**src/rtl/ffba_pkg.sv**
```systemverilog
// shared constants, codes and controller/datapath interface types for the block allocator
package ffba_pkg;

  localparam int HEAP_BYTES    = 1024;
  localparam int GRANULE_BYTES = 16;
  localparam int NUM_GRANULES  = HEAP_BYTES / GRANULE_BYTES;
  localparam int GW            = $clog2(NUM_GRANULES);
  localparam int GRAN_SHIFT    = $clog2(GRANULE_BYTES);

  localparam int REQ_W    = 16;
  localparam int OFFSET_W = 10;
  localparam int NEED_W   = REQ_W + 1 - GRAN_SHIFT;

  localparam logic CMD_ALLOC   = 1'b0;
  localparam logic CMD_FREE    = 1'b1;
  localparam logic STATUS_OK   = 1'b0;
  localparam logic STATUS_FAIL = 1'b1;

  typedef enum logic [2:0] {
    ST_IDLE,
    ST_ALLOC,
    ST_FREE,
    ST_COAL,
    ST_PUSH
  } state_e;

  typedef struct packed {
    logic load;
    logic alloc_step;
    logic free_step;
    logic coal_step;
    logic push;
  } dp_cmd_t;

  typedef struct packed {
    logic need_zero;
    logic alloc_done;
    logic coal_last;
  } dp_status_t;

endpackage

```
**src/rtl/ffba_ctrl.sv**
```systemverilog
// controller state machine sequencing allocate scan, free check and coalescing walk
module ffba_ctrl import ffba_pkg::*; (
  input  logic       clk_i,
  input  logic       rst_ni,
  input  logic       in_valid_i,
  input  logic       cmd_i,
  input  logic       out_ready_i,
  input  dp_status_t dp_status_i,
  output dp_cmd_t    dp_cmd_o,
  output logic       in_ready_o,
  output logic       out_valid_o
);

  state_e state_q, state_d;
  logic   out_valid_q, out_valid_d;
  logic   slot_free;

  assign slot_free = !out_valid_q || out_ready_i;

  always_comb begin
    state_d = state_q;
    case (state_q)
      ST_IDLE: begin
        if (in_valid_i) begin
          state_d = (cmd_i == CMD_FREE) ? ST_FREE : ST_ALLOC;
        end
      end
      ST_ALLOC: begin
        if (dp_status_i.need_zero || dp_status_i.alloc_done) begin
          state_d = ST_PUSH;
        end
      end
      ST_FREE: state_d = ST_COAL;
      ST_COAL: begin
        if (dp_status_i.coal_last) begin
          state_d = ST_PUSH;
        end
      end
      ST_PUSH: begin
        if (slot_free) begin
          state_d = ST_IDLE;
        end
      end
      default: state_d = ST_IDLE;
    endcase
  end

  always_comb begin
    dp_cmd_o   = '0;
    in_ready_o = 1'b0;
    case (state_q)
      ST_IDLE: begin
        in_ready_o    = 1'b1;
        dp_cmd_o.load = in_valid_i;
      end
      ST_ALLOC: dp_cmd_o.alloc_step = !dp_status_i.need_zero;
      ST_FREE:  dp_cmd_o.free_step  = 1'b1;
      ST_COAL:  dp_cmd_o.coal_step  = 1'b1;
      ST_PUSH:  dp_cmd_o.push       = slot_free;
      default: begin
        dp_cmd_o   = '0;
        in_ready_o = 1'b0;
      end
    endcase
  end

  // output register: filled on push, emptied when the consumer takes it
  always_comb begin
    out_valid_d = out_valid_q;
    if (dp_cmd_o.push) begin
      out_valid_d = 1'b1;
    end else if (out_ready_i) begin
      out_valid_d = 1'b0;
    end
  end

  always_ff @(posedge clk_i or negedge rst_ni) begin
    if (!rst_ni) begin
      state_q     <= ST_IDLE;
      out_valid_q <= 1'b0;
    end else begin
      state_q     <= state_d;
      out_valid_q <= out_valid_d;
    end
  end

  assign out_valid_o = out_valid_q;

endmodule

```
**src/rtl/ffba_datapath.sv**
```systemverilog
// granule bitmaps, scan counters and result registers of the block allocator
module ffba_datapath import ffba_pkg::*; (
  input  logic                clk_i,
  input  logic                rst_ni,
  input  dp_cmd_t             dp_cmd_i,
  input  logic [REQ_W-1:0]    request_bytes_i,
  input  logic [OFFSET_W-1:0] free_offset_i,
  output dp_status_t          dp_status_o,
  output logic                status_o,
  output logic [OFFSET_W-1:0] payload_offset_o
);

  logic [NUM_GRANULES-1:0] start_q, start_d;
  logic [NUM_GRANULES-1:0] used_q, used_d;
  logic [GW:0]             g_q, g_d;
  logic [GW-1:0]           h_q, h_d;
  logic [GW:0]             len_q, len_d;
  logic [NEED_W-1:0]       need_q, need_d;
  logic                    prev_free_q, prev_free_d;
  logic [OFFSET_W-1:0]     off_q;
  logic                    rs_status_q, rs_status_d;
  logic [OFFSET_W-1:0]     rs_pay_q, rs_pay_d;
  logic                    out_status_q;
  logic [OFFSET_W-1:0]     out_pay_q;

  logic [GW-1:0]           gi;
  logic                    at_end, boundary, fit, room_split;
  logic [NEED_W-1:0]       len_ext;
  logic [GW-1:0]           split_idx;
  logic [GW:0]             hp1;
  logic [REQ_W:0]          req_rnd;
  logic [OFFSET_W-1:0]     hdr_gran;
  logic [GW-1:0]           free_h;
  logic                    free_hit;

  assign gi         = g_q[GW-1:0];
  assign at_end     = g_q[GW];
  assign boundary   = at_end || start_q[gi];
  assign len_ext    = {{(NEED_W-GW-1){1'b0}}, len_q};
  assign fit        = !used_q[h_q] && (len_ext >= need_q);
  assign room_split = {1'b0, len_ext} >= ({1'b0, need_q} + (NEED_W+1)'(2));
  assign split_idx  = h_q + need_q[GW-1:0] + GW'(1);
  assign hp1        = {1'b0, h_q} + (GW+1)'(1);
  assign req_rnd    = {1'b0, request_bytes_i} + (REQ_W+1)'(GRANULE_BYTES - 1);

  // header granule sits one granule below the payload offset
  assign hdr_gran = (off_q >> GRAN_SHIFT) - OFFSET_W'(1);
  assign free_h   = hdr_gran[GW-1:0];
  assign free_hit = (off_q >= OFFSET_W'(GRANULE_BYTES))
                 && (off_q[GRAN_SHIFT-1:0] == '0)
                 && (hdr_gran < OFFSET_W'(NUM_GRANULES))
                 && start_q[free_h];

  assign dp_status_o.need_zero  = (need_q == '0);
  assign dp_status_o.alloc_done = boundary && (fit || at_end);
  assign dp_status_o.coal_last  = (gi == {GW{1'b1}});

  always_comb begin
    start_d     = start_q;
    used_d      = used_q;
    g_d         = g_q;
    h_d         = h_q;
    len_d       = len_q;
    need_d      = need_q;
    prev_free_d = prev_free_q;
    rs_status_d = rs_status_q;
    rs_pay_d    = rs_pay_q;

    if (dp_cmd_i.load) begin
      g_d         = (GW+1)'(1);
      h_d         = '0;
      len_d       = '0;
      need_d      = req_rnd[REQ_W:GRAN_SHIFT];
      prev_free_d = 1'b0;
      rs_status_d = STATUS_FAIL;
      rs_pay_d    = '0;
    end

    // first-fit walk: a block is judged when the next header or the heap end is reached
    if (dp_cmd_i.alloc_step) begin
      if (boundary) begin
        if (fit) begin
          used_d[h_q] = 1'b1;
          if (room_split) begin
            start_d[split_idx] = 1'b1;
            used_d[split_idx]  = 1'b0;
          end
          rs_status_d = STATUS_OK;
          rs_pay_d    = OFFSET_W'({hp1, GRAN_SHIFT'(0)});
        end else begin
          h_d   = gi;
          len_d = '0;
          g_d   = g_q + (GW+1)'(1);
        end
      end else begin
        len_d = len_q + (GW+1)'(1);
        g_d   = g_q + (GW+1)'(1);
      end
    end

    if (dp_cmd_i.free_step) begin
      if (free_hit) begin
        used_d[free_h] = 1'b0;
        rs_status_d    = STATUS_OK;
      end
      g_d = '0;
    end

    // merge walk, granule zero only seeds the previous-free flag
    if (dp_cmd_i.coal_step) begin
      if (gi == '0) begin
        prev_free_d = !used_q[0];
      end else if (start_q[gi]) begin
        if (prev_free_q && !used_q[gi]) begin
          start_d[gi] = 1'b0;
          used_d[gi]  = 1'b0;
        end else begin
          prev_free_d = !used_q[gi];
        end
      end
      g_d = g_q + (GW+1)'(1);
    end
  end

  always_ff @(posedge clk_i or negedge rst_ni) begin
    if (!rst_ni) begin
      start_q <= {{(NUM_GRANULES-1){1'b0}}, 1'b1};
      used_q  <= '0;
    end else begin
      start_q <= start_d;
      used_q  <= used_d;
    end
  end

  always_ff @(posedge clk_i) begin
    g_q         <= g_d;
    h_q         <= h_d;
    len_q       <= len_d;
    need_q      <= need_d;
    prev_free_q <= prev_free_d;
    rs_status_q <= rs_status_d;
    rs_pay_q    <= rs_pay_d;
    if (dp_cmd_i.load) begin
      off_q <= free_offset_i;
    end
    if (dp_cmd_i.push) begin
      out_status_q <= rs_status_q;
      out_pay_q    <= rs_pay_q;
    end
  end

  assign status_o         = out_status_q;
  assign payload_offset_o = out_pay_q;

`ifndef SYNTHESIS
  a_heap_start: assert property (@(posedge clk_i) disable iff (!rst_ni) start_q[0])
    else $error("granule zero lost its block header");
  a_used_is_header: assert property (@(posedge clk_i) disable iff (!rst_ni)
    (used_q & ~start_q) == '0)
    else $error("used mark on a granule that is not a block header");
  a_alloc_pay: assert property (@(posedge clk_i) disable iff (!rst_ni)
    dp_cmd_i.alloc_step && boundary && fit |=> rs_status_q == STATUS_OK && rs_pay_q != '0)
    else $error("successful allocate without a payload offset");
`endif

endmodule

```
**src/rtl/first_fit_block_allocator_core.sv**
```systemverilog
// top level of the first-fit block allocator with coalescing
//
//  channel  direction  handshake                 payload
//  in       input      in_valid_i / in_ready_o    cmd_i, request_bytes_i, free_offset_i
//  out      output     out_valid_o / out_ready_i  status_o, payload_offset_o
//
// allocate: one granule of the first-fit scan per cycle
// free: one header check then a merge walk over all 64 granules
// one transaction is in work at a time; the result is then pushed to the output register
// a new transaction is taken while the previous result still waits to be taken
// reset puts the heap back to one free block at once
module first_fit_block_allocator_core import ffba_pkg::*; (
  input  logic                clk_i,
  input  logic                rst_ni,
  input  logic                in_valid_i,
  output logic                in_ready_o,
  input  logic                cmd_i,
  input  logic [REQ_W-1:0]    request_bytes_i,
  input  logic [OFFSET_W-1:0] free_offset_i,
  output logic                out_valid_o,
  input  logic                out_ready_i,
  output logic                status_o,
  output logic [OFFSET_W-1:0] payload_offset_o
);

  dp_cmd_t    dp_cmd;
  dp_status_t dp_status;

  ffba_ctrl u_ctrl (
    .clk_i       (clk_i),
    .rst_ni      (rst_ni),
    .in_valid_i  (in_valid_i),
    .cmd_i       (cmd_i),
    .out_ready_i (out_ready_i),
    .dp_status_i (dp_status),
    .dp_cmd_o    (dp_cmd),
    .in_ready_o  (in_ready_o),
    .out_valid_o (out_valid_o)
  );

  ffba_datapath u_datapath (
    .clk_i            (clk_i),
    .rst_ni           (rst_ni),
    .dp_cmd_i         (dp_cmd),
    .request_bytes_i  (request_bytes_i),
    .free_offset_i    (free_offset_i),
    .dp_status_o      (dp_status),
    .status_o         (status_o),
    .payload_offset_o (payload_offset_o)
  );

endmodule

```
**config.mk**
```make
export PLATFORM = sky130hd
export DESIGN_NAME = first_fit_block_allocator_core
export DESIGN_NICKNAME = d
export VERILOG_FILES = /design/src/rtl/ffba_pkg.sv /design/src/rtl/ffba_ctrl.sv /design/src/rtl/ffba_datapath.sv /design/src/rtl/first_fit_block_allocator_core.sv
export SDC_FILE = /design/constraint.sdc
export NUM_CORES = 1
export LEC_CHECK = 0
export BUFFER_PORTS_ARGS = -buffer_cell sky130_fd_sc_hd__buf_2
export CELL_PAD_IN_SITES_DETAIL_PLACEMENT = 0
export CELL_PAD_IN_SITES_GLOBAL_PLACEMENT = 1
export CORE_MARGIN = 5
export CORE_UTILIZATION = 45
export CTS_BUF_LIST = sky130_fd_sc_hd__clkbuf_4 sky130_fd_sc_hd__clkbuf_8 sky130_fd_sc_hd__clkbuf_16
export DETAILED_ROUTE_END_ITERATION = 8
export GPL_ROUTABILITY_DRIVEN = 0
export PLACE_DENSITY_LB_ADDON = 0.1
export SYNTH_ARGS = -nofsm -noshare
export SYNTH_HDL_FRONTEND = slang
export SYNTH_SLANG_ARGS = --single-unit
```
**constraint.sdc**
```tcl
create_clock -name clk_i -period 5.75 [get_ports clk_i]
set_clock_uncertainty 0.1 [all_clocks]
set_input_delay 0.2875 -clock clk_i [delete_from_list [all_inputs] [get_ports clk_i]]
set_output_delay 0.2875 -clock clk_i [all_outputs]
set_load 0.02 [all_outputs]
```
==> impl_results.md <==
* Worst path slowest cell: nor3_1
* Hold depth at 2
* Grt ovf at 0
* Number of enable flip-flop cells after synthesis at 34
* Switching portion of total power at a little over two fifths
* CP Cell Sequence: nor2b_1 > a211o_1 > a21oi_1 > nor4b_1 > nand3_1 > nor3_1 > a2111oi_1
* Global-route wire length before repair at 74700 um
* First-iteration detailed-routing DRC count at 2064
* Setup_tns at -0.0216 ns
* Worst vdd ir at 0.000242 V
* Syn_nets at 1363
* CP Depth at 7
* Fmax at 173 MHz
* Die W at between 150 and 200 um
* R2R depth at 7
* Net Sw Power at a little under 2 mW
* Initial antenna violation count at 1
* WS Path Type: reg2reg
* Setup bufs post-CTS at 0
* WP buf/inv at 0
* Endpoints failing hold at 0
* Ys flop type: dfrtp_1
* Most common cell after layout, fill and taps aside: dfrtp_1
* Largest net degree at the start of global routing at 101
* Max Cap Viol at 0
* Min Clock Period, post-route at between 5 and 6 ns
* Post-layout net count at roughly 1400
* Dpl cells at 1645
* DRC at 0
* Least-Margin Pin Slew at 1.27 ns
* CTS tree: done
* Final Max Slew Viols at 0
* Vias at 12000
* Sink Count at 198
* Util after Layout at roughly half
* Post-synth ARST share at 66.7%
* Die Span Y at 175 um
* Final setup margin at -0.0216 ns
* Worst Path Arrival at 5.95 ns
* Synth top area cells: dfrtp_1 27%, edfxtp_1 8.3%, dfxtp_1 5.2%
* Final WL at 50800 um
* Drt first pass iters at 7
* Final setup viols at 1
* Crit. End Element: register
* Layout cell share with drive strength beyond 1 at 12.5%
* Post-DP HPWL at between 30000 and 40000 um
* Max_slew headroom at between 10% and 20%
* Dominant delay contributor by cell family on the critical path: simple AND/OR/NAND/NOR gates
* CTS Root Cell: clkbuf_16
* Post-synthesis cell count at roughly 1300
* Worst-Skew Late Latency at 0.46 ns
* Internal power at 2.69 mW
* Vias in the first global route at 11300
* Worst min path class: in2reg
* Synthesized area at 12200 um^2
* Seq pwr share at 36.4%
* RSZ-0062 raised after global routing: no
* Yosys top cell area share at 26.8%
* Status: complete, but fails checks
* Violated checks: negative setup slack
* Pre-CTS setup slack at ~0.38 ns
* Post-synth top area cell: dfrtp_1
* Final worst-path cycle share at 100%
* Ports at 44
* CTS H-tree depth at 4
* Netlist cell types at 76
* CTS resizes at 0
* Die ar. at between 30000 and 40000 um^2
* Clock slew at reported path FFs at 0.09 ns
* Cts hold-fix bufs at 11
* Sequential-to-total area share from yosys stat at 40.5%
* CTS max path bufs at 2
* Gr usage total at roughly 33%
* Seq cells post-synth at about 200
* Core footprint at 26900 um^2
* IO buf count at 43
* PwrDens at 340 nW/um^2
* Syn. warnings at 0
* Req. time, crit path at 5.93 ns
* Per-cell routed wire length at around 30 um
* Antenna-violating nets left at 0
* Row count at 60
* Filler cells at 2528
* Starting density of the core at a little under half
* Commonest non-fill, non-tap cells in the layout: 131 x dfrtp_1, 103 x nor2_1, 93 x a31oi_1
* Area delta synth->final at 11.5%
* Max incr delay on CP at 1.10 ns
* Final std cells w/o fill at 1689
* DR vias/cell at roughly 7
* Avg Synthesized Cell Area at 9.37 um^2
* Startpoint Class: register
* CP Max Fanout at 38
* Combinational share of power at 34.6%
* Tot Pwr at 4.64 mW
* Leakage at approximately 5.4 nW
* CTS Buf Count at 17
* Clock power frac at approximately 29%
[final cells by class]
class / count / area [um^2] / area share, %
Antenna cell: 1 / 2.50 / 0.0183
Clock buffer: 17 / 425 / 3.12
Clock inverter: 15 / 231 / 1.70
Inverter: 36 / 135 / 0.990
Multi-Input combinational cell: 985 / 6790 / 49.7
Sequential cell: 198 / 4970 / 36.4
Tap cell: 341 / 427 / 3.13
Timing Repair Buffer: 96 / 672 / 4.92
[synth_stat cells (11+ instances only)]
cell type / n
nor2_1: 103
inv_1: 36
a21oi_1: 76
mux2i_1: 56
dfrtp_1: 131
nand2_1: 64
xnor2_1: 18
and3_1: 19
a221oi_1: 11
buf_2: 18
a211oi_1: 39
xor2_1: 12
a22oi_1: 22
clkbuf_1: 57
nand3_1: 47
nand4_1: 18
o21ai_0: 28
nor3_1: 89
a2111oi_0: 12
nor2b_1: 13
a2bb2oi_1: 30
nor4_1: 14
mux4_2: 20
a31oi_1: 93
ha_1: 24
nand2b_1: 17
edfxtp_1: 34
o211ai_1: 12
dfxtp_1: 32
o22ai_1: 12
[cells by family (layout without fill, tap and decap cells)]
kind of cell,Yosys count,count (layout),synth area share [%]
xor+xnor,30,30,2.15
mux,86,86,9.17
compound gates,414,414,23.7
other cells,0,1,0
fa+ha+maj,25,25,2.62
simple gates,430,430,17.6
buf+inv,124,164,4.17
flops,198,198,40.5
[flip-flops by register name, indices dropped and copies added, names as in the netlist]
signal                       cells
u_datapath.status_o              1
u_ctrl.state_q                   3
u_datapath.need_q               13
u_datapath.g_q                   7
u_datapath.rs_pay_q             10
u_datapath.h_q                   6
u_datapath.used_q               64
u_datapath.rs_status_q           1
u_datapath.start_q              64
u_datapath.prev_free_q           1
u_datapath.len_q                 7
u_datapath.payload_offset_o     10
u_ctrl.out_valid_o               1
u_datapath.off_q                10
[metrics by stage]
stage / cell area (um^2) / hold slack [ns]
2_1_floorplan: 12200 / -0.108
3_3_place_gp: 12900 / 0.290
3_5_place_dp: 12900 / 0.288
4_1_cts: 13600 / 0.0263
5_1_grt: 13600 / 0.0375
6_report: 13600 / 0.0333
[power groups by stage]
| stage | logic, mW | clock network [mW] | registers (mW) |
|---|---|---|---|
| after floorplan | 1.04 | 0 | 1.62 |
| after global placement | 1.53 | 0 | 1.71 |
| after detailed placement | 1.54 | 0 | 1.71 |
| after CTS | 1.55 | 1.35 | 1.68 |
| after global routing | 1.69 | 1.41 | 1.70 |
| final | 1.60 | 1.34 | 1.69 |
[routing by layer]
metal / global-route usage [%] / up-vias / wire (um)
met2: 46.3 / 865 / 21200
met5: 0 / - / 0
met1: 45.3 / 5798 / 20400
met3: 9.61 / 210 / 6160
met4: 15.7 / 0 / 3010
li1: - / 5154 / -
[worst paths after layout]
kind	to	slack, ns	from
min in group asynchronous	u_datapath.used_q[63]	0.34	rst_ni
hold reg to reg	u_datapath.payload_offset_o[2]	0.32	u_datapath.rs_pay_q[2]
setup reg to reg	u_datapath.used_q[14]	-0.02	u_datapath.g_q[2]
setup / recovery	u_datapath.used_q[14]	-0.02	u_datapath.g_q[2]
hold / removal	u_datapath.need_q[1]	0.03	request_bytes_i[5]
max in group asynchronous	u_datapath.start_q[17]	3.95	rst_ni
No activity file was read; power rests on OpenSTA's default activity.
